**src/rtl/pab_pkg.sv**
```systemverilog
`timescale 1ns / 1ps
// ----------------------------------------------------------------------------
// Polygon area and bounds: shared package
// Field widths, default sizes and the control structs that travel between the
// top level and the cross-term pipeline.
// ----------------------------------------------------------------------------
package pab_pkg;

  // Field widths of the input and result transactions.
  localparam int COORD_W  = 16;
  localparam int AREA_W   = 43;
  localparam int VCOUNT_W = 11;

  // Width of one coordinate product and of one vertex's combined cross terms.
  localparam int PROD_W = 2 * COORD_W;
  localparam int TERM_W = PROD_W + 3;

  // Default limit on vertices per polygon.
  localparam int MAX_VERTICES_DEF = 1024;

  // Packed widths of the stream data buses.
  localparam int IN_DATA_W  = 2 * COORD_W;
  localparam int OUT_BITS   = AREA_W + 4 * COORD_W + VCOUNT_W + 1;
  localparam int OUT_DATA_W = ((OUT_BITS + 7) / 8) * 8;

  typedef logic signed [COORD_W-1:0] coord_t;

  // Pipeline control for one vertex in flight.
  typedef struct packed {
    logic valid;   // stage holds a vertex
    logic last;    // vertex closes the polygon
    logic open;    // a polygon was already open, so a previous vertex exists
  } pab_ctl_t;

  // Bounding box snapshot.
  typedef struct packed {
    coord_t min_x;
    coord_t max_x;
    coord_t min_y;
    coord_t max_y;
  } pab_box_t;

endpackage

```
**src/rtl/pab_cross.sv**
```systemverilog
`timescale 1ns / 1ps
// ----------------------------------------------------------------------------
// Polygon area and bounds: cross-term pipeline
// Two stages. The first registers the four coordinate products, the second
// folds them into the vertex's shoelace contribution: the term from the
// previous vertex and, on the closing vertex, the term back to the first one.
// ----------------------------------------------------------------------------
module pab_cross (
  input  logic                               clk,
  input  logic                               rst_n,
  input  logic                               en,
  input  pab_pkg::pab_ctl_t                  in_ctl,
  input  pab_pkg::coord_t                    cur_x,
  input  pab_pkg::coord_t                    cur_y,
  input  pab_pkg::coord_t                    prev_x,
  input  pab_pkg::coord_t                    prev_y,
  input  pab_pkg::coord_t                    first_x,
  input  pab_pkg::coord_t                    first_y,
  output pab_pkg::pab_ctl_t                  out_ctl,
  output logic signed [pab_pkg::TERM_W-1:0]  out_term
);
  import pab_pkg::*;

  pab_ctl_t                  b_ctl_r;
  logic signed [PROD_W-1:0]  p_prev_a_r, p_prev_b_r, p_close_a_r, p_close_b_r;
  logic signed [PROD_W-1:0]  p_prev_a_nxt, p_prev_b_nxt, p_close_a_nxt, p_close_b_nxt;
  pab_ctl_t                  c_ctl_r;
  logic signed [TERM_W-1:0]  c_term_r, c_term_nxt;

  // Products; the previous-vertex pair only counts once a polygon is open,
  // the closing pair only on the last vertex.
  always_comb begin
    p_prev_a_nxt  = '0;
    p_prev_b_nxt  = '0;
    p_close_a_nxt = '0;
    p_close_b_nxt = '0;
    if (in_ctl.open) begin
      p_prev_a_nxt = prev_x * cur_y;
      p_prev_b_nxt = cur_x * prev_y;
    end
    if (in_ctl.last) begin
      p_close_a_nxt = cur_x * first_y;
      p_close_b_nxt = first_x * cur_y;
    end
  end

  // Combined contribution of one vertex.
  assign c_term_nxt = (TERM_W'(p_prev_a_r) - TERM_W'(p_prev_b_r))
                    + (TERM_W'(p_close_a_r) - TERM_W'(p_close_b_r));

  // Stage valid bits.
  always_ff @(posedge clk) begin
    if (!rst_n) begin
      b_ctl_r <= '0;
      c_ctl_r <= '0;
    end else if (en) begin
      b_ctl_r <= in_ctl;
      c_ctl_r <= b_ctl_r;
    end
  end

  // Stage payload.
  always_ff @(posedge clk) begin
    if (en) begin
      p_prev_a_r  <= p_prev_a_nxt;
      p_prev_b_r  <= p_prev_b_nxt;
      p_close_a_r <= p_close_a_nxt;
      p_close_b_r <= p_close_b_nxt;
      c_term_r    <= c_term_nxt;
    end
  end

  assign out_ctl  = c_ctl_r;
  assign out_term = c_term_r;

endmodule

```
**src/rtl/polygon_area_and_bounds.sv**
```systemverilog
`timescale 1ns / 1ps
// ----------------------------------------------------------------------------
// Polygon area and bounds
// Streams polygon vertices (signed Q8.8) and, on the closing vertex, returns
// the shoelace signed area with 17 fractional bits, the bounding box, the
// vertex count and a count overflow flag.
//
//   Channel | Direction | Carries
//   --------+-----------+---------------------------------------------------
//   in_     | input     | one vertex per transaction, tlast closes polygon
//   out_    | output    | one polygon result per closing vertex
//
// One vertex is accepted per clock while input ready is high. A result is
// built from its closing vertex in the input register, loaded at the accepting
// edge, then the product register, the term register and the accumulate into
// the output register. Synchronous active-low reset empties the pipeline and
// closes any open polygon. An output register plus a skid register decouple
// the sides; input ready drops only while the skid register is occupied, and
// then the whole pipeline holds.
// ----------------------------------------------------------------------------
module polygon_area_and_bounds #(
  parameter int MAX_VERTICES = pab_pkg::MAX_VERTICES_DEF
) (
  input  logic                              clk,
  input  logic                              rst_n,
  // vertex_x [15:0], vertex_y [31:16]
  input  logic [pab_pkg::IN_DATA_W-1:0]     in_tdata,
  input  logic                              in_tlast,
  input  logic                              in_tvalid,
  output logic                              in_tready,
  // signed_area [42:0], box_min_x [58:43], box_max_x [74:59],
  // box_min_y [90:75], box_max_y [106:91], vertex_count [117:107],
  // count_overflow [118], zero pad [119]
  output logic [pab_pkg::OUT_DATA_W-1:0]    out_tdata,
  output logic                              out_tvalid,
  input  logic                              out_tready
);
  import pab_pkg::*;

  localparam int CNT_W = $clog2(MAX_VERTICES + 1);

  // Polygon state.
  logic                      en;
  logic                      accept;
  coord_t                    in_x, in_y;
  coord_t                    first_x_r, first_y_r, first_x_nxt, first_y_nxt;
  coord_t                    prev_x_r, prev_y_r;
  pab_box_t                  box_r, box_nxt;
  logic [CNT_W-1:0]          cnt_r, cnt_nxt;
  logic                      ovf_r, ovf_nxt;
  logic                      open;
  logic [CNT_W+VCOUNT_W-1:0] cnt_ext;

  // Stage A (input register) and sidecar through the pipeline.
  pab_ctl_t                  a_ctl_r;
  coord_t                    a_x_r, a_y_r, a_prev_x_r, a_prev_y_r, a_first_x_r, a_first_y_r;
  pab_box_t                  a_box_r, b_box_r, c_box_r;
  logic [VCOUNT_W-1:0]       a_cnt_r, b_cnt_r, c_cnt_r;
  logic                      a_ovf_r, b_ovf_r, c_ovf_r;

  // Cross-term pipeline output and accumulator.
  pab_ctl_t                  c_ctl;
  logic signed [TERM_W-1:0]  c_term;
  logic signed [AREA_W-1:0]  sum_r, sum_nxt, sum_add;

  // Result buffering.
  logic [OUT_DATA_W-1:0]     res_word;
  logic [OUT_DATA_W-1:0]     out_data_r, out_data_nxt, skid_data_r, skid_data_nxt;
  logic                      out_valid_r, out_valid_nxt, skid_valid_r, skid_valid_nxt;
  logic                      push, pop;

  assign en        = !skid_valid_r;
  assign in_tready = en;
  assign accept    = in_tvalid && in_tready;
  assign in_x      = coord_t'(in_tdata[COORD_W-1:0]);
  assign in_y      = coord_t'(in_tdata[2*COORD_W-1:COORD_W]);
  assign open      = (cnt_r != '0);

  // Box, first vertex and count after this vertex.
  always_comb begin
    if (!open) begin
      first_x_nxt = in_x;
      first_y_nxt = in_y;
      box_nxt     = '{min_x: in_x, max_x: in_x, min_y: in_y, max_y: in_y};
    end else begin
      first_x_nxt = first_x_r;
      first_y_nxt = first_y_r;
      box_nxt     = box_r;
      if (in_x < box_r.min_x) box_nxt.min_x = in_x;
      if (in_x > box_r.max_x) box_nxt.max_x = in_x;
      if (in_y < box_r.min_y) box_nxt.min_y = in_y;
      if (in_y > box_r.max_y) box_nxt.max_y = in_y;
    end
    if (cnt_r < CNT_W'(MAX_VERTICES)) begin
      cnt_nxt = cnt_r + CNT_W'(1);
      ovf_nxt = ovf_r;
    end else begin
      cnt_nxt = cnt_r;
      ovf_nxt = 1'b1;
    end
  end

  assign cnt_ext = (CNT_W + VCOUNT_W)'(cnt_nxt);

  // Polygon state; a closing vertex returns everything to the empty polygon.
  always_ff @(posedge clk) begin
    if (!rst_n) begin
      first_x_r <= '0;
      first_y_r <= '0;
      prev_x_r  <= '0;
      prev_y_r  <= '0;
      box_r     <= '0;
      cnt_r     <= '0;
      ovf_r     <= 1'b0;
    end else if (accept) begin
      if (in_tlast) begin
        first_x_r <= '0;
        first_y_r <= '0;
        prev_x_r  <= '0;
        prev_y_r  <= '0;
        box_r     <= '0;
        cnt_r     <= '0;
        ovf_r     <= 1'b0;
      end else begin
        first_x_r <= first_x_nxt;
        first_y_r <= first_y_nxt;
        prev_x_r  <= in_x;
        prev_y_r  <= in_y;
        box_r     <= box_nxt;
        cnt_r     <= cnt_nxt;
        ovf_r     <= ovf_nxt;
      end
    end
  end

  // Input register valid.
  always_ff @(posedge clk) begin
    if (!rst_n) begin
      a_ctl_r <= '0;
    end else if (en) begin
      a_ctl_r <= '{valid: accept, last: in_tlast, open: open};
    end
  end

  // Input register payload and the result sidecar.
  always_ff @(posedge clk) begin
    if (en) begin
      a_x_r       <= in_x;
      a_y_r       <= in_y;
      a_prev_x_r  <= prev_x_r;
      a_prev_y_r  <= prev_y_r;
      a_first_x_r <= first_x_nxt;
      a_first_y_r <= first_y_nxt;
      a_box_r     <= box_nxt;
      a_cnt_r     <= cnt_ext[VCOUNT_W-1:0];
      a_ovf_r     <= ovf_nxt;
      b_box_r     <= a_box_r;
      b_cnt_r     <= a_cnt_r;
      b_ovf_r     <= a_ovf_r;
      c_box_r     <= b_box_r;
      c_cnt_r     <= b_cnt_r;
      c_ovf_r     <= b_ovf_r;
    end
  end

  pab_cross u_cross (
    .clk     (clk),
    .rst_n   (rst_n),
    .en      (en),
    .in_ctl  (a_ctl_r),
    .cur_x   (a_x_r),
    .cur_y   (a_y_r),
    .prev_x  (a_prev_x_r),
    .prev_y  (a_prev_y_r),
    .first_x (a_first_x_r),
    .first_y (a_first_y_r),
    .out_ctl (c_ctl),
    .out_term(c_term)
  );

  // Running cross sum; it wraps modulo 2^43 and restarts after a closing vertex.
  assign sum_add = sum_r + AREA_W'(c_term);
  assign push    = en && c_ctl.valid && c_ctl.last;

  always_comb begin
    sum_nxt = sum_r;
    if (en && c_ctl.valid) begin
      sum_nxt = c_ctl.last ? '0 : sum_add;
    end
  end

  always_ff @(posedge clk) begin
    if (!rst_n) begin
      sum_r <= '0;
    end else begin
      sum_r <= sum_nxt;
    end
  end

  // Pack the result transaction.
  assign res_word = OUT_DATA_W'({c_ovf_r, c_cnt_r, c_box_r.max_y, c_box_r.min_y,
                                 c_box_r.max_x, c_box_r.min_x, sum_add});

  // Output register with a skid register behind it.
  assign pop = out_valid_r && out_tready;

  always_comb begin
    out_valid_nxt  = out_valid_r;
    skid_valid_nxt = skid_valid_r;
    out_data_nxt   = out_data_r;
    skid_data_nxt  = skid_data_r;
    if (skid_valid_r) begin
      if (pop) begin
        out_data_nxt   = skid_data_r;
        skid_valid_nxt = 1'b0;
      end
    end else if (push) begin
      if (!out_valid_r || pop) begin
        out_data_nxt  = res_word;
        out_valid_nxt = 1'b1;
      end else begin
        skid_data_nxt  = res_word;
        skid_valid_nxt = 1'b1;
      end
    end else if (pop) begin
      out_valid_nxt = 1'b0;
    end
  end

  always_ff @(posedge clk) begin
    if (!rst_n) begin
      out_valid_r  <= 1'b0;
      skid_valid_r <= 1'b0;
    end else begin
      out_valid_r  <= out_valid_nxt;
      skid_valid_r <= skid_valid_nxt;
    end
  end

  always_ff @(posedge clk) begin
    out_data_r  <= out_data_nxt;
    skid_data_r <= skid_data_nxt;
  end

  assign out_tvalid = out_valid_r;
  assign out_tdata  = out_data_r;

endmodule
```
**config.mk**
```make
export PLATFORM = sky130hd
export DESIGN_NAME = polygon_area_and_bounds
export DESIGN_NICKNAME = d
export VERILOG_FILES = /design/src/rtl/pab_pkg.sv /design/src/rtl/pab_cross.sv /design/src/rtl/polygon_area_and_bounds.sv
export SDC_FILE = /design/constraint.sdc
export NUM_CORES = 2
export LEC_CHECK = 0
export BUFFER_PORTS_ARGS = -buffer_cell sky130_fd_sc_hd__buf_2
export CELL_PAD_IN_SITES_DETAIL_PLACEMENT = 1
export CELL_PAD_IN_SITES_GLOBAL_PLACEMENT = 1
export CORE_MARGIN = 2
export CORE_UTILIZATION = 47
export DETAILED_ROUTE_END_ITERATION = 6
export GPL_TIMING_DRIVEN = 0
export PLACE_DENSITY = 0.76
export REMOVE_ABC_BUFFERS = 1
export SLEW_MARGIN = 20
export SYNTH_ARGS = -nofsm -noshare
export SYNTH_HDL_FRONTEND = slang
export SYNTH_SLANG_ARGS = --single-unit
```
**constraint.sdc**
```tcl
create_clock -name clk -period 18.5 [get_ports clk]
set_input_delay 3.7 -clock clk [delete_from_list [all_inputs] [get_ports clk]]
set_output_delay 3.7 -clock clk [all_outputs]
set_load 0.01 [all_outputs]
```
==> results.cfg <==
[drt]
vias = 54000
wl_per_cell_um = 22.1
drt_iter0_markers = 3038
postRouteAntennaNets = 0
viasPerCell = 5.51
drtPass1Iterations = 5
drt-total-wl_um = 217000
drcViolationCount = 0

[power_and_ir_drop]
p_leak_nw = 40.0
peakVddDrop_mv = 0.266
power_frac_comb = 0.692
p_switching_mw = 7.46
clkPwrFrac = 0.134
seqPwrFrac = 0.174
swShare = 0.471
powerDensity_mw_per_mm2 = 182
p_int_mw = 8.38

[critical_path]
critPathMaxStageDelay_ps = 840
reg2reg_slack_ps = 10960
critPathKind = flop to flop
crit_family = adder cells
reg2reg_depth = 22
cp.required_ps = 19000
cp_slowest_cell = edfxtp_1
cp.depth = 22
critPathMaxFanout = 18
worstPathArrival_ps = 8040
cp_num_buf_inv = 4
cpMostUsedCell = fa_1
crit_chain = buf_8 > nand2_1 > fa_1 > fa_1 > fa_1 > inv_1 > fa_1 > fa_1 > inv_1 > fa_1 > inv_1 > ha_1 > a21o_1 > a21o_1 > a311oi_2 > a2bb2oi_1 > o21ai_1 > o21ai_1 > o31ai_1 > o41ai_1 > xnor2_1 > and2_1
end_kind = flop
startpoint_type = flop

[cts]
clk_pin_slew_ps = 70
cts_buffers = 98
clkLatencyLatePin_ps = 790
cts_setup_buffers = 0
clock_sinks = 917
cts.path.max_buffers = 3
cts_resized = 0
h-tree-depth = 3
cts_tree = yes
holdBufCountCts = 0
root_buffer = clkbuf_16

[place]
dpl.hpwl_um = 168000
dp_slack_ps = 10790
io_buffers = 157
gp_congestion = 0.851

[timing]
setup-tns-final_ps = 0
skew_ps = 130
max_freq_ghz = 0.133
period_share = 0.408
rsz0062_at_grt = false
worst_slew_pin_slew_ps = 1010
fin_ws_ps = 10960
final_max_slew_viol_count = 0
min_period_ps = 7540
final-setup-viol-count = 0
holdWs_ps = 395
hold_violations = 0
slew_headroom = 0.327

[finish]
nFillCells = 18000
final_nets = 9131
area_growth_pct = 9.84
ff_latch_area_mm2 = 0.0256
drive_gt1_frac = 0.0773
multi_input_area_mm2 = 0.0477

[logic_synthesis]
async_flop_share = 0
syn_avg_cell_area_um2 = 10.7
synth_cell_type_count = 91
synth.yosys.seq_area_share = 0.323
synthCells = 7441
synth-edff-count = 725
synthesis.area_mm2 = 0.0793
ys_seq_elements = 917
synthFlopType = edfxtp_1
yosys_warnings = 0

[global_route]
grt_overflow_total = 0
grt_pass1_wl_um = 344000
track_usage = 0.255
grt_max_degree = 94
antenna_found_initial = 8
grt_pass1_vias = 61500

[die]
die_x_um = 415
rows = 150
io_pins = 159
start_util = 0.474
fp.dieH_um = 415
core_mm2 = 0.167
die_area_mm2 = 0.172

[flow_run]
cap_violations = 0

[worst_hold_path]
holdPathStages = 0
hp-class = flop to flop

[status]
status = completed
-- final cells by class --
cell class,instances,area share
Multi-Input combinational cell,4907,0.547
Sequential cell,917,0.294
Inverter,1342,0.0580
Clock buffer,138,0.0329
Tap cell,2204,0.0317
Timing Repair Buffer,245,0.0284
Clock inverter,48,0.00734
Antenna cell,1,0.0000287
-- metal layers --
| layer | share of wire | track usage | vias to the layer above |
|---|---|---|---|
| met5 | 0.00022 | 0 | - |
| met4 | 0.033 | 0.0820 | 6 |
| met3 | 0.046 | 0.0374 | 388 |
| met2 | 0.51 | 0.454 | 1228 |
| met1 | 0.41 | 0.318 | 28300 |
| li1 | - | - | 24100 |
-- cells by family after synthesis --
family          after synthesis  share of synthesized area
simple gates               1949                      0.121
flops                       917                      0.323
compound gates              979                     0.0817
buf+inv                    1617                     0.0769
other cells                   1                  0.0000473
xor+xnor                    255                     0.0283
fa+ha+maj                  1583                      0.349
mux                         140                     0.0198
-- synth_stat cells (28+ instances only) --
cell type / number / area share
inv_1: 1340 / 0.063
fa_1: 1052 / 0.27
edfxtp_1: 725 / 0.27
nand2_1: 708 / 0.034
and2_1: 567 / 0.045
ha_1: 531 / 0.084
nor2_1: 335 / 0.016
a21oi_1: 262 / 0.017
clkbuf_1: 260 / 0.012
dfxtp_1: 192 / 0.048
xnor2_1: 186 / 0.021
o21ai_0: 178 / 0.011
a21o_1: 132 / 0.012
mux2_2: 131 / 0.019
a22o_1: 75 / 0.0083
xor2_1: 68 / 0.0075
a22oi_1: 62 / 0.0059
nand2b_1: 60 / 0.0047
nand3_1: 55 / 0.0035
o21bai_1: 43 / 0.0041
nor3b_1: 40 / 0.0038
and3_1: 39 / 0.0031
nor3_1: 38 / 0.0024
o21a_1: 37 / 0.0035
nor2b_1: 28 / 0.0022
-- state kept, by name, summed over array words and instances (netlist names), 35 cells and up --
signal	cells
c_box_r	64
sum_r	43
skid_data_r	119
box_r	64
a_box_r	64
out_tdata	119
u_cross.out_term	35
b_box_r	64
-- placed cells by master, fill, tap and decap left out, types with 22 or more instances in the layout --
cell | Yosys | final
dfxtp_1 | 192 | 190
clkbuf_16 | 0 | 103
nand3_1 | 55 | 55
buf_16 | 0 | 28
a22oi_1 | 62 | 62
nor3b_1 | 40 | 40
inv_1 | 1340 | 1338
and2_1 | 567 | 567
a21o_1 | 132 | 132
and3_1 | 39 | 39
buf_2 | 3 | 156
o21ai_0 | 178 | 178
nand4_1 | 24 | 24
nand2_1 | 708 | 706
ha_1 | 531 | 531
nor2_1 | 335 | 332
o21a_1 | 37 | 37
a22o_1 | 75 | 75
mux2_2 | 131 | 131
edfxtp_1 | 725 | 725
nor2b_1 | 28 | 27
nor3_1 | 38 | 37
buf_8 | 0 | 46
xor2_1 | 68 | 68
a31oi_1 | 24 | 24
fa_1 | 1052 | 1052
o211ai_1 | 22 | 22
a21oi_1 | 262 | 260
o21bai_1 | 43 | 43
xnor2_1 | 186 | 186
nand2b_1 | 60 | 60
-- through the flow --
stage / util / std cells / area, um2 / power (mW)
floorplan: - / 7166 / 78200 / 10.6
CTS: 0.520 / 9801 / 87100 / 15.9
detailed placement: 0.499 / 9615 / 83600 / 13.7
finish: 0.520 / 9802 / 87100 / 15.8
global placement: 0.488 / 9527 / 81800 / 13.2
global route: 0.520 / 9801 / 87100 / 17.3
-- final timing paths --
check / from / end
max reg2reg: a_x_r[12]$_DFFE_PN_ / u_cross.p_prev_b_r[31]$_SDFFCE_PN0N_
max: a_x_r[12]$_DFFE_PN_ / u_cross.p_prev_b_r[31]$_SDFFCE_PN0N_
min reg2reg: prev_y_r[0]$_SDFFE_PN0P_ / a_prev_y_r[0]$_DFFE_PN_
min: prev_y_r[0]$_SDFFE_PN0P_ / a_prev_y_r[0]$_DFFE_PN_
-- power groups by stage --
stage          combinational (mW)  sequential (mW)  clock [mW]
2_1_floorplan                7.89             2.73           0
3_5_place_dp                 10.9             2.80           0
5_1_grt                      12.3             2.77        2.23
6_report                     11.0             2.76        2.12
3_3_place_gp                 10.4             2.83           0
4_1_cts                      11.0             2.76        2.16
No activity file was read; power rests on OpenSTA's default activity.
